<file path="config.mk">
export PLATFORM = sky130hd
export DESIGN_NAME = charger_supervisor_fsm
export DESIGN_NICKNAME = d
export VERILOG_FILES = /design/src/sv/csup_pkg.sv /design/src/sv/csup_cfg_regs.sv /design/src/sv/csup_step.sv /design/src/sv/charger_supervisor_fsm.sv
export SDC_FILE = /design/constraint.sdc
export NUM_CORES = 1
export LEC_CHECK = 0
export BUFFER_PORTS_ARGS = -buffer_cell sky130_fd_sc_hd__clkbuf_2
export CELL_PAD_IN_SITES_DETAIL_PLACEMENT = 0
export CELL_PAD_IN_SITES_GLOBAL_PLACEMENT = 1
export CORE_AREA = 2 2 150 152
export CTS_CLUSTER_DIAMETER = 150
export CTS_CLUSTER_SIZE = 20
export DETAILED_ROUTE_END_ITERATION = 7
export DIE_AREA = 0 0 152 154
export PLACE_DENSITY_LB_ADDON = 0.25
export SETUP_SLACK_MARGIN = 0.5
export SYNTH_ARGS = -nofsm -noshare
export SYNTH_HDL_FRONTEND = slang
export SYNTH_SLANG_ARGS = --single-unit
</file>
<file path="constraint.sdc">
create_clock -name clk -period 16 [get_ports clk]
set_clock_uncertainty 0.05 [all_clocks]
set_input_delay 4.8 -clock clk [delete_from_list [all_inputs] [get_ports clk]]
set_output_delay 4.8 -clock clk [all_outputs]
set_load 0.05 [all_outputs]
</file>
<file path="src/sv/csup_pkg.sv">
// Shared types, constants and helpers for the charger supervisor.
`default_nettype none

package csup_pkg;

    localparam int TEMP_W = 12;
    localparam int VOLT_W = 16;
    localparam int TICK_W = 16;
    localparam int COUNT_W = 8;
    localparam int CFG_INDEX_W = 3;
    localparam int CFG_DATA_W = 16;

    typedef enum logic [1:0] {
        MODE_INIT      = 2'd0,
        MODE_RUNNING   = 2'd1,
        MODE_ERROR     = 2'd2,
        MODE_LOW_POWER = 2'd3
    } mode_t;

    typedef enum logic [CFG_INDEX_W-1:0] {
        CFG_TEMP_LIMIT     = 3'd0,
        CFG_SOLAR_MIN      = 3'd1,
        CFG_CHECK_INTERVAL = 3'd2,
        CFG_ERROR_WAIT     = 3'd3,
        CFG_LOW_POWER_WAIT = 3'd4,
        CFG_MAX_ERRORS     = 3'd5
    } cfg_index_t;

    localparam logic signed [TEMP_W-1:0] TEMP_LIMIT_RESET = 12'sd750;
    localparam logic [VOLT_W-1:0] SOLAR_MIN_RESET = 16'd5000;
    localparam logic [TICK_W-1:0] CHECK_INTERVAL_RESET = 16'd3000;
    localparam logic [TICK_W-1:0] ERROR_WAIT_RESET = 16'd5000;
    localparam logic [TICK_W-1:0] LOW_POWER_WAIT_RESET = 16'd10000;
    localparam logic [COUNT_W-1:0] MAX_ERRORS_RESET = 8'd5;

    typedef struct packed {
        logic signed [TEMP_W-1:0] temp_limit;
        logic [VOLT_W-1:0]        solar_min;
        logic [TICK_W-1:0]        check_interval;
        logic [TICK_W-1:0]        error_wait;
        logic [TICK_W-1:0]        low_power_wait;
        logic [COUNT_W-1:0]       max_errors;
    } cfg_t;

    typedef struct packed {
        mode_t              mode;
        logic [TICK_W-1:0]  check_timer;
        logic [TICK_W-1:0]  wait_timer;
        logic [COUNT_W-1:0] fault_count;
        logic               error_armed;
        logic               low_power_armed;
    } state_t;

    typedef struct packed {
        mode_t              mode;
        logic               tracker_start;
        logic               tracker_stop;
        logic               mppt_step;
        logic               reset_request;
        logic [COUNT_W-1:0] error_count;
    } result_t;

    localparam state_t STATE_RESET = '{
        mode:            MODE_INIT,
        check_timer:     '0,
        wait_timer:      '0,
        fault_count:     '0,
        error_armed:     1'b1,
        low_power_armed: 1'b1
    };

    function automatic logic [TICK_W-1:0] sat_inc16(input logic [TICK_W-1:0] v);
        return (v == {TICK_W{1'b1}}) ? v : v + 1'b1;
    endfunction

endpackage

`default_nettype wire

</file>
<file path="src/sv/csup_cfg_regs.sv">
// Configuration register bank of the charger supervisor.
`default_nettype none

module csup_cfg_regs (
    input  wire logic                                clk,
    input  wire logic                                rst_n,
    input  wire logic                                cfg_write_en,
    input  wire logic [csup_pkg::CFG_INDEX_W-1:0]    cfg_index,
    input  wire logic [csup_pkg::CFG_DATA_W-1:0]     cfg_data,
    output csup_pkg::cfg_t                           cfg
);

    csup_pkg::cfg_t cfg_reg;

    always_ff @(posedge clk or negedge rst_n)
    begin
        if (!rst_n)
        begin
            cfg_reg.temp_limit     <= csup_pkg::TEMP_LIMIT_RESET;
            cfg_reg.solar_min      <= csup_pkg::SOLAR_MIN_RESET;
            cfg_reg.check_interval <= csup_pkg::CHECK_INTERVAL_RESET;
            cfg_reg.error_wait     <= csup_pkg::ERROR_WAIT_RESET;
            cfg_reg.low_power_wait <= csup_pkg::LOW_POWER_WAIT_RESET;
            cfg_reg.max_errors     <= csup_pkg::MAX_ERRORS_RESET;
        end
        else if (cfg_write_en)
        begin
            case (cfg_index)
                csup_pkg::CFG_TEMP_LIMIT:
                    cfg_reg.temp_limit <= $signed(cfg_data[csup_pkg::TEMP_W-1:0]);
                csup_pkg::CFG_SOLAR_MIN:
                    cfg_reg.solar_min <= cfg_data[csup_pkg::VOLT_W-1:0];
                csup_pkg::CFG_CHECK_INTERVAL:
                    cfg_reg.check_interval <= cfg_data[csup_pkg::TICK_W-1:0];
                csup_pkg::CFG_ERROR_WAIT:
                    cfg_reg.error_wait <= cfg_data[csup_pkg::TICK_W-1:0];
                csup_pkg::CFG_LOW_POWER_WAIT:
                    cfg_reg.low_power_wait <= cfg_data[csup_pkg::TICK_W-1:0];
                csup_pkg::CFG_MAX_ERRORS:
                    cfg_reg.max_errors <= cfg_data[csup_pkg::COUNT_W-1:0];
                default:
                    ;
            endcase
        end
    end

    assign cfg = cfg_reg;

endmodule

`default_nettype wire

</file>
<file path="src/sv/csup_step.sv">
// Per-tick check and mode step: next supervisor state and result of one item.
`default_nettype none

module csup_step (
    input  wire csup_pkg::cfg_t                         cfg,
    input  wire csup_pkg::state_t                       state,
    input  wire logic signed [csup_pkg::TEMP_W-1:0]     temperature,
    input  wire logic [csup_pkg::VOLT_W-1:0]            solar_mv,
    output csup_pkg::state_t                            state_next,
    output csup_pkg::result_t                           result
);

    always_comb
    begin
        csup_pkg::state_t s;
        logic start;
        logic stop;
        logic step;
        logic rst;

        s = state;
        start = 1'b0;
        stop = 1'b0;
        step = 1'b0;
        rst = 1'b0;

        s.check_timer = csup_pkg::sat_inc16(s.check_timer);
        if (s.check_timer >= cfg.check_interval)
        begin
            s.check_timer = '0;
            if ($signed(temperature) > $signed(cfg.temp_limit))
            begin
                s.mode = csup_pkg::MODE_ERROR;
                if (s.fault_count != {csup_pkg::COUNT_W{1'b1}})
                begin
                    s.fault_count = s.fault_count + 1'b1;
                end
            end
            else if (solar_mv < cfg.solar_min)
            begin
                s.mode = csup_pkg::MODE_LOW_POWER;
            end
            else if (s.mode != csup_pkg::MODE_RUNNING)
            begin
                s.mode = csup_pkg::MODE_RUNNING;
                s.error_armed = 1'b1;
                s.low_power_armed = 1'b1;
                start = 1'b1;
            end
        end

        unique case (s.mode)
            csup_pkg::MODE_INIT:
            begin
                s.mode = csup_pkg::MODE_RUNNING;
            end
            csup_pkg::MODE_RUNNING:
            begin
                step = 1'b1;
            end
            csup_pkg::MODE_ERROR:
            begin
                if (s.error_armed)
                begin
                    stop = 1'b1;
                    s.wait_timer = '0;
                    s.error_armed = 1'b0;
                end
                else
                begin
                    s.wait_timer = csup_pkg::sat_inc16(s.wait_timer);
                end
                if (s.wait_timer >= cfg.error_wait)
                begin
                    if (s.fault_count > cfg.max_errors)
                    begin
                        rst = 1'b1;
                        s = csup_pkg::STATE_RESET;
                    end
                    else
                    begin
                        s.mode = csup_pkg::MODE_INIT;
                        s.error_armed = 1'b1;
                    end
                end
            end
            csup_pkg::MODE_LOW_POWER:
            begin
                if (s.low_power_armed)
                begin
                    stop = 1'b1;
                    s.wait_timer = '0;
                    s.low_power_armed = 1'b0;
                end
                else
                begin
                    s.wait_timer = csup_pkg::sat_inc16(s.wait_timer);
                end
                if (s.wait_timer >= cfg.low_power_wait)
                begin
                    s.mode = csup_pkg::MODE_INIT;
                    s.low_power_armed = 1'b1;
                end
            end
        endcase

        state_next = s;
        result.mode = s.mode;
        result.tracker_start = start;
        result.tracker_stop = stop;
        result.mppt_step = step;
        result.reset_request = rst;
        result.error_count = s.fault_count;
    end

endmodule

`default_nettype wire

</file>
<file path="src/sv/charger_supervisor_fsm.sv">
// Top level of the charger supervisor: input register, state, result register.
//
//  channel  | handshake                | payload
//  ---------+--------------------------+--------------------------------------------
//  input    | in_valid / in_ready      | temperature, solar_mv
//  result   | out_valid / out_ready    | mode, tracker_start, tracker_stop, mppt_step,
//           |                          | reset_request, error_count
//  config   | cfg_write_en             | cfg_index, cfg_data
//
// One item per cycle sustained while out_ready holds; each accepted item passes from the input
// register through the combinational mode step into the result register.
// The supervisor state advances only when an item moves into the result register.
// A stalled result holds its register; the input register still takes one more item.
// Reset restores the configuration defaults and the init state at once.
`default_nettype none

module charger_supervisor_fsm (
    input  wire logic                                clk,
    input  wire logic                                rst_n,
    input  wire logic                                in_valid,
    output wire logic                                in_ready,
    input  wire logic signed [csup_pkg::TEMP_W-1:0]  temperature,
    input  wire logic [csup_pkg::VOLT_W-1:0]         solar_mv,
    output wire logic                                out_valid,
    input  wire logic                                out_ready,
    output wire logic [1:0]                          mode,
    output wire logic                                tracker_start,
    output wire logic                                tracker_stop,
    output wire logic                                mppt_step,
    output wire logic                                reset_request,
    output wire logic [csup_pkg::COUNT_W-1:0]        error_count,
    input  wire logic                                cfg_write_en,
    input  wire logic [csup_pkg::CFG_INDEX_W-1:0]    cfg_index,
    input  wire logic [csup_pkg::CFG_DATA_W-1:0]     cfg_data
);

    csup_pkg::cfg_t    cfg;
    csup_pkg::state_t  state_reg;
    csup_pkg::state_t  state_next;
    csup_pkg::result_t result_next;
    csup_pkg::result_t result_reg;

    logic                              in_valid_reg;
    logic signed [csup_pkg::TEMP_W-1:0] temp_reg;
    logic [csup_pkg::VOLT_W-1:0]        solar_reg;
    logic                              out_valid_reg;
    logic                              advance;

    csup_cfg_regs u_cfg_regs (
        .clk          (clk),
        .rst_n        (rst_n),
        .cfg_write_en (cfg_write_en),
        .cfg_index    (cfg_index),
        .cfg_data     (cfg_data),
        .cfg          (cfg)
    );

    csup_step u_step (
        .cfg         (cfg),
        .state       (state_reg),
        .temperature (temp_reg),
        .solar_mv    (solar_reg),
        .state_next  (state_next),
        .result      (result_next)
    );

    assign advance  = in_valid_reg && (!out_valid_reg || out_ready);
    assign in_ready = !in_valid_reg || advance;

    always_ff @(posedge clk or negedge rst_n)
    begin
        if (!rst_n)
        begin
            in_valid_reg <= 1'b0;
        end
        else if (in_ready)
        begin
            in_valid_reg <= in_valid;
        end
    end

    always_ff @(posedge clk)
    begin
        if (in_valid && in_ready)
        begin
            temp_reg  <= temperature;
            solar_reg <= solar_mv;
        end
    end

    always_ff @(posedge clk or negedge rst_n)
    begin
        if (!rst_n)
        begin
            state_reg <= csup_pkg::STATE_RESET;
        end
        else if (advance)
        begin
            state_reg <= state_next;
        end
    end

    always_ff @(posedge clk or negedge rst_n)
    begin
        if (!rst_n)
        begin
            out_valid_reg <= 1'b0;
        end
        else if (advance)
        begin
            out_valid_reg <= 1'b1;
        end
        else if (out_ready)
        begin
            out_valid_reg <= 1'b0;
        end
    end

    always_ff @(posedge clk)
    begin
        if (advance)
        begin
            result_reg <= result_next;
        end
    end

    assign out_valid     = out_valid_reg;
    assign mode          = result_reg.mode;
    assign tracker_start = result_reg.tracker_start;
    assign tracker_stop  = result_reg.tracker_stop;
    assign mppt_step     = result_reg.mppt_step;
    assign reset_request = result_reg.reset_request;
    assign error_count   = result_reg.error_count;

    a_reset_clears : assert property (@(posedge clk) disable iff (!rst_n)
        out_valid && reset_request |-> mode == csup_pkg::MODE_INIT && error_count == '0)
        else $error("reset request without cleared mode and count");

    a_start_running : assert property (@(posedge clk) disable iff (!rst_n)
        out_valid && tracker_start |-> mode == csup_pkg::MODE_RUNNING && mppt_step)
        else $error("start pulse outside running mode");

    a_step_excl_stop : assert property (@(posedge clk) disable iff (!rst_n)
        out_valid && mppt_step |-> mode == csup_pkg::MODE_RUNNING && !tracker_stop)
        else $error("step pulse with stop or outside running mode");

    a_state_holds : assert property (@(posedge clk) disable iff (!rst_n)
        !advance |=> $stable(state_reg))
        else $error("supervisor state moved without an item");

    a_result_matches_state : assert property (@(posedge clk) disable iff (!rst_n)
        advance |=> out_valid && mode == state_reg.mode
                    && error_count == state_reg.fault_count)
        else $error("result register disagrees with committed state");

endmodule

`default_nettype wire
</file>
==> results of run 1 <==
## Yosys cell counts (4+ instances only)
cell / instances / area [um2]
a211oi_1: 5 / 37.5
a21o_1: 15 / 113
a21oi_1: 36 / 180
a22o_1: 10 / 87.6
a31oi_1: 4 / 25.0
and2_1: 11 / 68.8
and3_1: 9 / 56.3
and4_1: 4 / 35.0
buf_2: 9 / 45.0
clkbuf_1: 18 / 67.6
dfrtp_1: 97 / 2430
dfstp_2: 33 / 867
edfxtp_1: 42 / 1260
ha_1: 86 / 1080
inv_1: 97 / 364
mux2_2: 32 / 360
mux2i_1: 7 / 70.1
nand2_1: 108 / 405
nand2b_1: 13 / 81.3
nand3_1: 25 / 125
nand3b_1: 4 / 30.0
nand4_1: 17 / 106
nor2_1: 61 / 229
nor2b_1: 6 / 37.5
nor3_1: 7 / 35.0
nor3b_1: 4 / 30.0
o211ai_1: 5 / 37.5
o21a_1: 6 / 45.0
o21ai_0: 84 / 420
o21ai_1: 7 / 35.0
o21bai_1: 5 / 37.5
o2bb2ai_1: 4 / 35.0
o31ai_1: 4 / 30.0
or3_1: 10 / 62.6
xnor2_1: 14 / 123
xor2_1: 11 / 96.3
## cell type report
class | count | area (um2)
fill | 2037 | 10800
multi-input combinational | 658 | 4560
sequential | 172 | 4560
clock buffer | 17 | 425
timing repair buffer | 76 | 405
inverter | 98 | 368
tap | 280 | 350
clock inverter | 15 | 179
## final timing paths
| check | start | end | slack (ns) | depth (start not counted) |
|---|---|---|---|---|
| setup / recovery | out_ready | in_ready | 5.83 | 3 |
| hold / removal | in_valid_reg | out_valid | 0.44 | 1 |
| setup reg to reg | state_reg[29] | state_reg[15] | 9.11 | 25 |
| hold reg to reg | in_valid_reg | out_valid | 0.44 | 1 |
| max in group asynchronous | rst_n | u_cfg_regs.cfg[46] | 10.01 | 2 |
| min in group asynchronous | rst_n | state_reg[25] | 4.39 | 1 |
## metrics by stage
step / cell area (um2) / hold WS, ns / setup WS, ns / util / std cells
floorplan: 9600 / 0.407 / 5.87 / - / 959
global placement: 10200 / 0.431 / 5.84 / 0.472 / 1284
detailed placement: 10200 / 0.439 / 5.83 / 0.472 / 1284
CTS: 10800 / 0.449 / 5.83 / 0.500 / 1316
global route: 10800 / 0.476 / 5.80 / 0.500 / 1316
finish: 10800 / 0.444 / 5.83 / 0.500 / 1316
## cell families (layout without fill, tap and decap cells)
group           after synthesis  after routing  synth area share
buf+inv                     129            206            0.0530
xor+xnor                     25             25            0.0228
simple gates                294            294             0.148
fa+ha+maj                    86             86             0.112
mux                          39             39            0.0448
compound gates              214            214             0.145
flops                       172            172             0.474
## worst register-to-register path, delay by kind of cell, from the launching register on
| kind | cells | cell delay [ns] |
|---|---|---|
| fa+ha+maj | 2 | 0.62 |
| compound gates | 9 | 2.05 |
| simple gates | 12 | 2.94 |
| buf+inv | 1 | 0.22 |
| flops | 1 | 0.47 |
| mux | 1 | 0.38 |
## power groups by stage
stage | clock, mW | combinational (mW) | sequential, mW
finish | 0.416 | 0.330 | 0.565
global placement | 0 | 0.324 | 0.572
detailed placement | 0 | 0.330 | 0.573
floorplan | 0 | 0.234 | 0.577
global route | 0.446 | 0.380 | 0.575
CTS | 0.429 | 0.334 | 0.565
## metal layers
| metal | track usage | part of all wire |
|---|---|---|
| met1 | 0.282 | 0.51 |
| met2 | 0.297 | 0.45 |
| met3 | 0.0341 | 0.033 |
| met4 | 0.0387 | 0.0079 |
| met5 | 0 | 0 |
==> metrics.yaml, run 1 <==
run_status:
  status: "finished clean"
drt:
  via_count: 6856
  drt_first_pass_iters: 5
  first_iter_violations: 395
  routedWlPerCell_um: 16.1
  wirelength_mm: 21.2
  ant_nets: 0
  viasPerCell: 5.21
  drc_errors: 0
timing:
  hold_viol: 0
  worst_pin_slew_ns: 1.16
  fin_setup_tns_ns: 0
  max_clock_freq_ghz: 0.0984
  setup_viol: 0
  slew_headroom: 0.227
  slew_viol_final: 0
  layout_min_cycle_time_ns: 10.17
  final.period_utilization: 0.635
  rsz0062_at_grt: "no"
logic_synthesis:
  synth_cell_types: 76
  ys_warn_count: 0
  seq_area_frac_synth: 0.474
  syn-num-nets: 1097
  syn_area_um2: 9600
  synth_edf_count: 42
  synth-async-reset-ratio: 0.756
  ys.flop_type: "dfrtp_1"
  synth_seq_cells: 172
  synth_cells: 959
  avgSynthCellArea_um2: 10.0
power_and_ir_drop:
  p_sw_mw: 0.438
  cellPowerDensity_nw_per_um2: 121
  total_power_mw: 1.31
  ir_drop_uv: 72.4
  combPwrFrac: 0.252
  clock_power_share: 0.317
  switching_share: 0.334
  p_seq_frac: 0.431
  leakage_nw: 4.96
  internal-power_mw: 0.873
finish:
  largest_register_ffs: 84
  syn_to_final_growth_pct: 12.9
  final_common_cell: "nand2_1"
  fin_nets: 1161
  layout_common_cells: "nand2_1 (108), inv_1 (97), dfrtp_1 (97)"
  drive_gt1_frac: 0.190
  insertedDiodeCount: 0
clock_network:
  cts_root_buf: "clkbuf_16"
  worstSkewPairLatency_ns: 0.43
  cts_buffer_depth: 2
  htree_levels: 4
  numCtsBuffers: 17
  cts_sinks: 172
  cts_resized: 0
  cts_setup_buffers: 0
  cts_hold_buf: 0
  clk_pin_slew_ns: 0.07
  cts_tree: "done"
die:
  die_h_um: 154
  die_w_um: 152
  core_area_um2: 21700
  start_util: 0.443
  die-area_um2: 23400
  num_io_pins: 68
  fp-row-count: 54
worst_setup_path:
  cpMaxStageDelayCell: "clkbuf_2"
  crit_chain: "clkbuf_2 > nand3b_1 > clkbuf_2"
  crit_buf_inv: 2
  path_class: "primary input to output port"
  end_kind: "output port"
  worstPathMaxFanout: 3
  critPathArrivalTime_ns: 5.32
  critPathRequiredTime_ns: 11.15
  crit_path_frequent_cell: "clkbuf_2"
  crit_family: "buffers and inverters"
  crit_path_max_incr_delay_ns: 0.26
  start_kind: "primary input"
place:
  portBuffers: 67
  hpwl_mm: 15.3
  place_congestion: 0.795
job:
  maxCapViolations: 0
global_routing:
  first_global_vias: 6811
  grt_util_all_layers: 0.191
  antenna_found_initial: 0
  grt_start_max_net_pins: 74
  grt_pass1_wl_mm: 35.9
  overflow: 0
hold_path:
  hp-class: "flip-flop to flip-flop"
Power figures use the tool's default switching activity.
==> run 2, diff against run 1 <==
--- a/config.mk
+++ b/config.mk
@@ -5,14 +5,15 @@
 export SDC_FILE = /design/constraint.sdc
 export NUM_CORES = 1
 export LEC_CHECK = 0
+export ABC_AREA = 1
 export BUFFER_PORTS_ARGS = -buffer_cell sky130_fd_sc_hd__clkbuf_2
 export CELL_PAD_IN_SITES_DETAIL_PLACEMENT = 0
 export CELL_PAD_IN_SITES_GLOBAL_PLACEMENT = 1
-export CORE_AREA = 2 2 150 152
+export CORE_AREA = 2 2 160 162
 export CTS_CLUSTER_DIAMETER = 150
 export CTS_CLUSTER_SIZE = 20
 export DETAILED_ROUTE_END_ITERATION = 7
-export DIE_AREA = 0 0 152 154
+export DIE_AREA = 0 0 162 164
 export PLACE_DENSITY_LB_ADDON = 0.25
 export SETUP_SLACK_MARGIN = 0.5
 export SYNTH_ARGS = -nofsm -noshare
==> constraint.sdc (replaced) <==
create_clock -name clk -period 9.18 [get_ports clk]
set_clock_uncertainty 0.05 [all_clocks]
set_input_delay 2.754 -clock clk [delete_from_list [all_inputs] [get_ports clk]]
set_output_delay 2.754 -clock clk [all_outputs]
set_load 0.05 [all_outputs]
==> run 2 against run 1 <==
Die area rose by 13%. Sequential cell count unchanged. Sequential power rose by 96%. Combinational power rose to 4.6 times the previous value. Core utilization down 3.5 points. Total power grew to 2.6 times the previous value. Synthesized cell count grew 33%. Via count is 14% higher. Largest cell class unchanged. Largest power group is now combinational logic.
==> metrics.yaml, run 2 <==
drt:
  routedWlPerCell_um: 13.9  # -14%
  ant_nets: 0  # unchanged
  drc_errors: 0  # unchanged
  drt_first_pass_iters: 5  # unchanged
  via_count: 7834  # +14%
  wirelength_mm: 23.2  # +9.5%
  first_iter_violations: 399  # +1.0%
  viasPerCell: 4.68  # -10%
logic_synthesis:
  synth_top_area_cell: "dfrtp_1"
  synth_seq_cells: 172  # unchanged
  syn-num-nets: 1409  # +28%
  synth_cells: 1271  # +33%
  ys.flop_type: "dfrtp_1"
  seq_area_frac_synth: 0.444  # -0.0305
  synthTopCellsByCount: "nand2_1 (297), inv_1 (230), o21ai_0 (113), dfrtp_1 (97), nor2_1 (91)"
  synth-async-reset-ratio: 0.756  # unchanged
  synth_area_leaders: "dfrtp_1 (24%), edfxtp_1 (12%), nand2_1 (11%)"
  syn_area_um2: 10300  # +6.9%
  synth.top_cell.area_share: 0.236  # -0.0163
  synth_most_common_cell: "nand2_1"
  avgSynthCellArea_um2: 8.08  # -19%
  ys_warn_count: 0  # unchanged
  synth_edf_count: 42  # unchanged
  synth_cell_types: 41  # -46%
die:
  num_io_pins: 68  # unchanged
  fp-row-count: 58  # +7.4%
  die-area_um2: 26600  # +13%
  die_w_um: 162  # +6.6%
  start_util: 0.414  # -0.0292
  core_area_um2: 24800  # +14%
  die_h_um: 164  # +6.5%
clock_network:
  cts_sinks: 172  # unchanged
  worstSkewPairLatency_ns: 0.44  # about the same
  cts_resized: 0  # unchanged
  cts_hold_buf: 0  # unchanged
  cts_buffer_depth: 2  # unchanged
  cts_tree: "done"
  cts_setup_buffers: 0  # unchanged
  clk_pin_slew_ns: 0.08  # about the same
  numCtsBuffers: 17  # unchanged
  cts_root_buf: "clkbuf_16"
  htree_levels: 4  # unchanged
run_status:
  status: "finished clean"
worst_setup_path:
  critPathRequiredTime_ns: 6.38  # -4.77 ns
  crit_family: "buffers and inverters"
  worstPathMaxFanout: 3  # unchanged
  crit_buf_inv: 3  # +1
  crit_chain: "clkbuf_2 > inv_1 > nand3_1 > clkbuf_2"
  path_class: "primary input to output port"
  crit_path_frequent_cell: "clkbuf_2"
  end_kind: "output port"
  critPathArrivalTime_ns: 3.25  # -2.07 ns
  start_kind: "primary input"
  crit_path_max_incr_delay_ns: 0.29  # +0.03 ns
  cpMaxStageDelayCell: "clkbuf_2"
finish:
  syn_to_final_growth_pct: 12.3
  drive_gt1_frac: 0.130  # -0.0598
  fillers: 2543  # +25%
  layout_common_cells: "nand2_1 (297), inv_1 (230), o21ai_0 (113)"
  final_common_cell: "nand2_1"
  fin_nets: 1468  # +26%
  largest_register_ffs: 84  # unchanged
  layout.cells.non_filler: 1673  # +27%
  insertedDiodeCount: 0  # unchanged
global_routing:
  grt_start_max_net_pins: 76  # +2.7%
  grt_pass1_wl_mm: 39.2  # +9.3%
  first_global_vias: 7774  # +14%
  grt_util_all_layers: 0.186  # -0.00519
  overflow: 0  # unchanged
  antenna_found_initial: 0  # unchanged
place:
  dp_cells: 1641  # +28%
  portBuffers: 67  # unchanged
  hpwl_mm: 17.2  # +13%
  place_congestion: 0.805  # +1.2%
timing:
  worst_pin_slew_ns: 1.09  # -0.0737 ns
  setup_viol: 0  # unchanged
  hold_ws_ns: 0.438  # -0.00604 ns
  fin_setup_tns_ns: 0  # unchanged
  hold_viol: 0  # unchanged
  slew_headroom: 0.276  # +0.0483
  layout_min_cycle_time_ns: 6.06
  slew_viol_final: 0  # unchanged
  rsz0062_at_grt: "no"
  max_clock_freq_ghz: 0.165
  final.period_utilization: 0.660
power_and_ir_drop:
  leakage_nw: 6.08  # +23%
  ir_drop_uv: 122  # +68%
  cellPowerDensity_nw_per_um2: 295  # +140%
job:
  maxCapViolations: 0  # unchanged
hold_path:
  hp-class: "flip-flop to flip-flop"
[run 2: metal layers]
metal / GRT usage / share of wire
met2: 0.297 / 0.45
met3: 0.0283 / 0.033
met5: 0 / 0
met4: 0.0451 / 0.0091
met1: 0.266 / 0.51
[run 2: logic make-up after synthesis]
| family | count (synthesis) | synth area share |
|---|---|---|
| and+or+nand+nor | 534 | 0.231 |
| buffers and inverters | 271 | 0.104 |
| AOI/OAI and AO/OA | 184 | 0.0959 |
| DFF | 172 | 0.444 |
| adders and majority gates | 86 | 0.105 |
| xor gates and xnor gates | 24 | 0.0205 |
[run 2: through the flow]
| step | total power [mW] | setup slack (ns) | area (um2) | utilization |
|---|---|---|---|---|
| 6_report | 3.39 | 3.12 | 11500 | 0.464 |
| 5_1_grt | 3.72 | 2.36 | 11500 | 0.464 |
| 4_1_cts | 3.44 | 3.09 | 11500 | 0.464 |
| 3_5_place_dp | 2.65 | 3.12 | 10900 | 0.439 |
| 3_3_place_gp | 2.63 | 3.13 | 10900 | 0.439 |
| 2_1_floorplan | 2.30 | 3.16 | 10300 | - |
[run 2: area by class of cell]
class,count,area (um2),share of cell area
clock buffers,17,425,0.0369
clock inverters,15,216,0.0188
inverters,239,897,0.0778
multi-input cells,828,4640,0.403
flip-flops and latches,172,4560,0.395
well taps,330,413,0.0358
repair buffers,72,375,0.0326
[run 2: path summary, 6_finish.rpt]
path	to	startpoint	cells after the start	slack [ns]
worst max-delay path	in_ready	out_ready	4	3.12
worst min-delay path	u_cfg_regs.cfg[53]	u_cfg_regs.cfg[53]	2	0.44
worst max register to register	error_count[1]	state_reg[27]	31	3.13
worst min register to register	u_cfg_regs.cfg[53]	u_cfg_regs.cfg[53]	2	0.44
max in group asynchronous	state_reg[33]	rst_n	2	5.27
min in group asynchronous	state_reg[13]	rst_n	1	2.33
[run 2: report_power, final]
group	switching (mW)	leakage (nW)	internal, mW
clock	0.386	0.309	0.384
combinational	0.997	3.80	0.514
sequential	0.117	1.97	0.997
[run 2: worst reg2reg max path: cells and delay by family, from the launching register on]
family                     cells  cell delay, ns
and+or+nand+nor               21            3.97
DFF                            1            0.41
xor gates and xnor gates       1            0.16
buffers and inverters          6            0.40
adders and majority gates      3            0.80
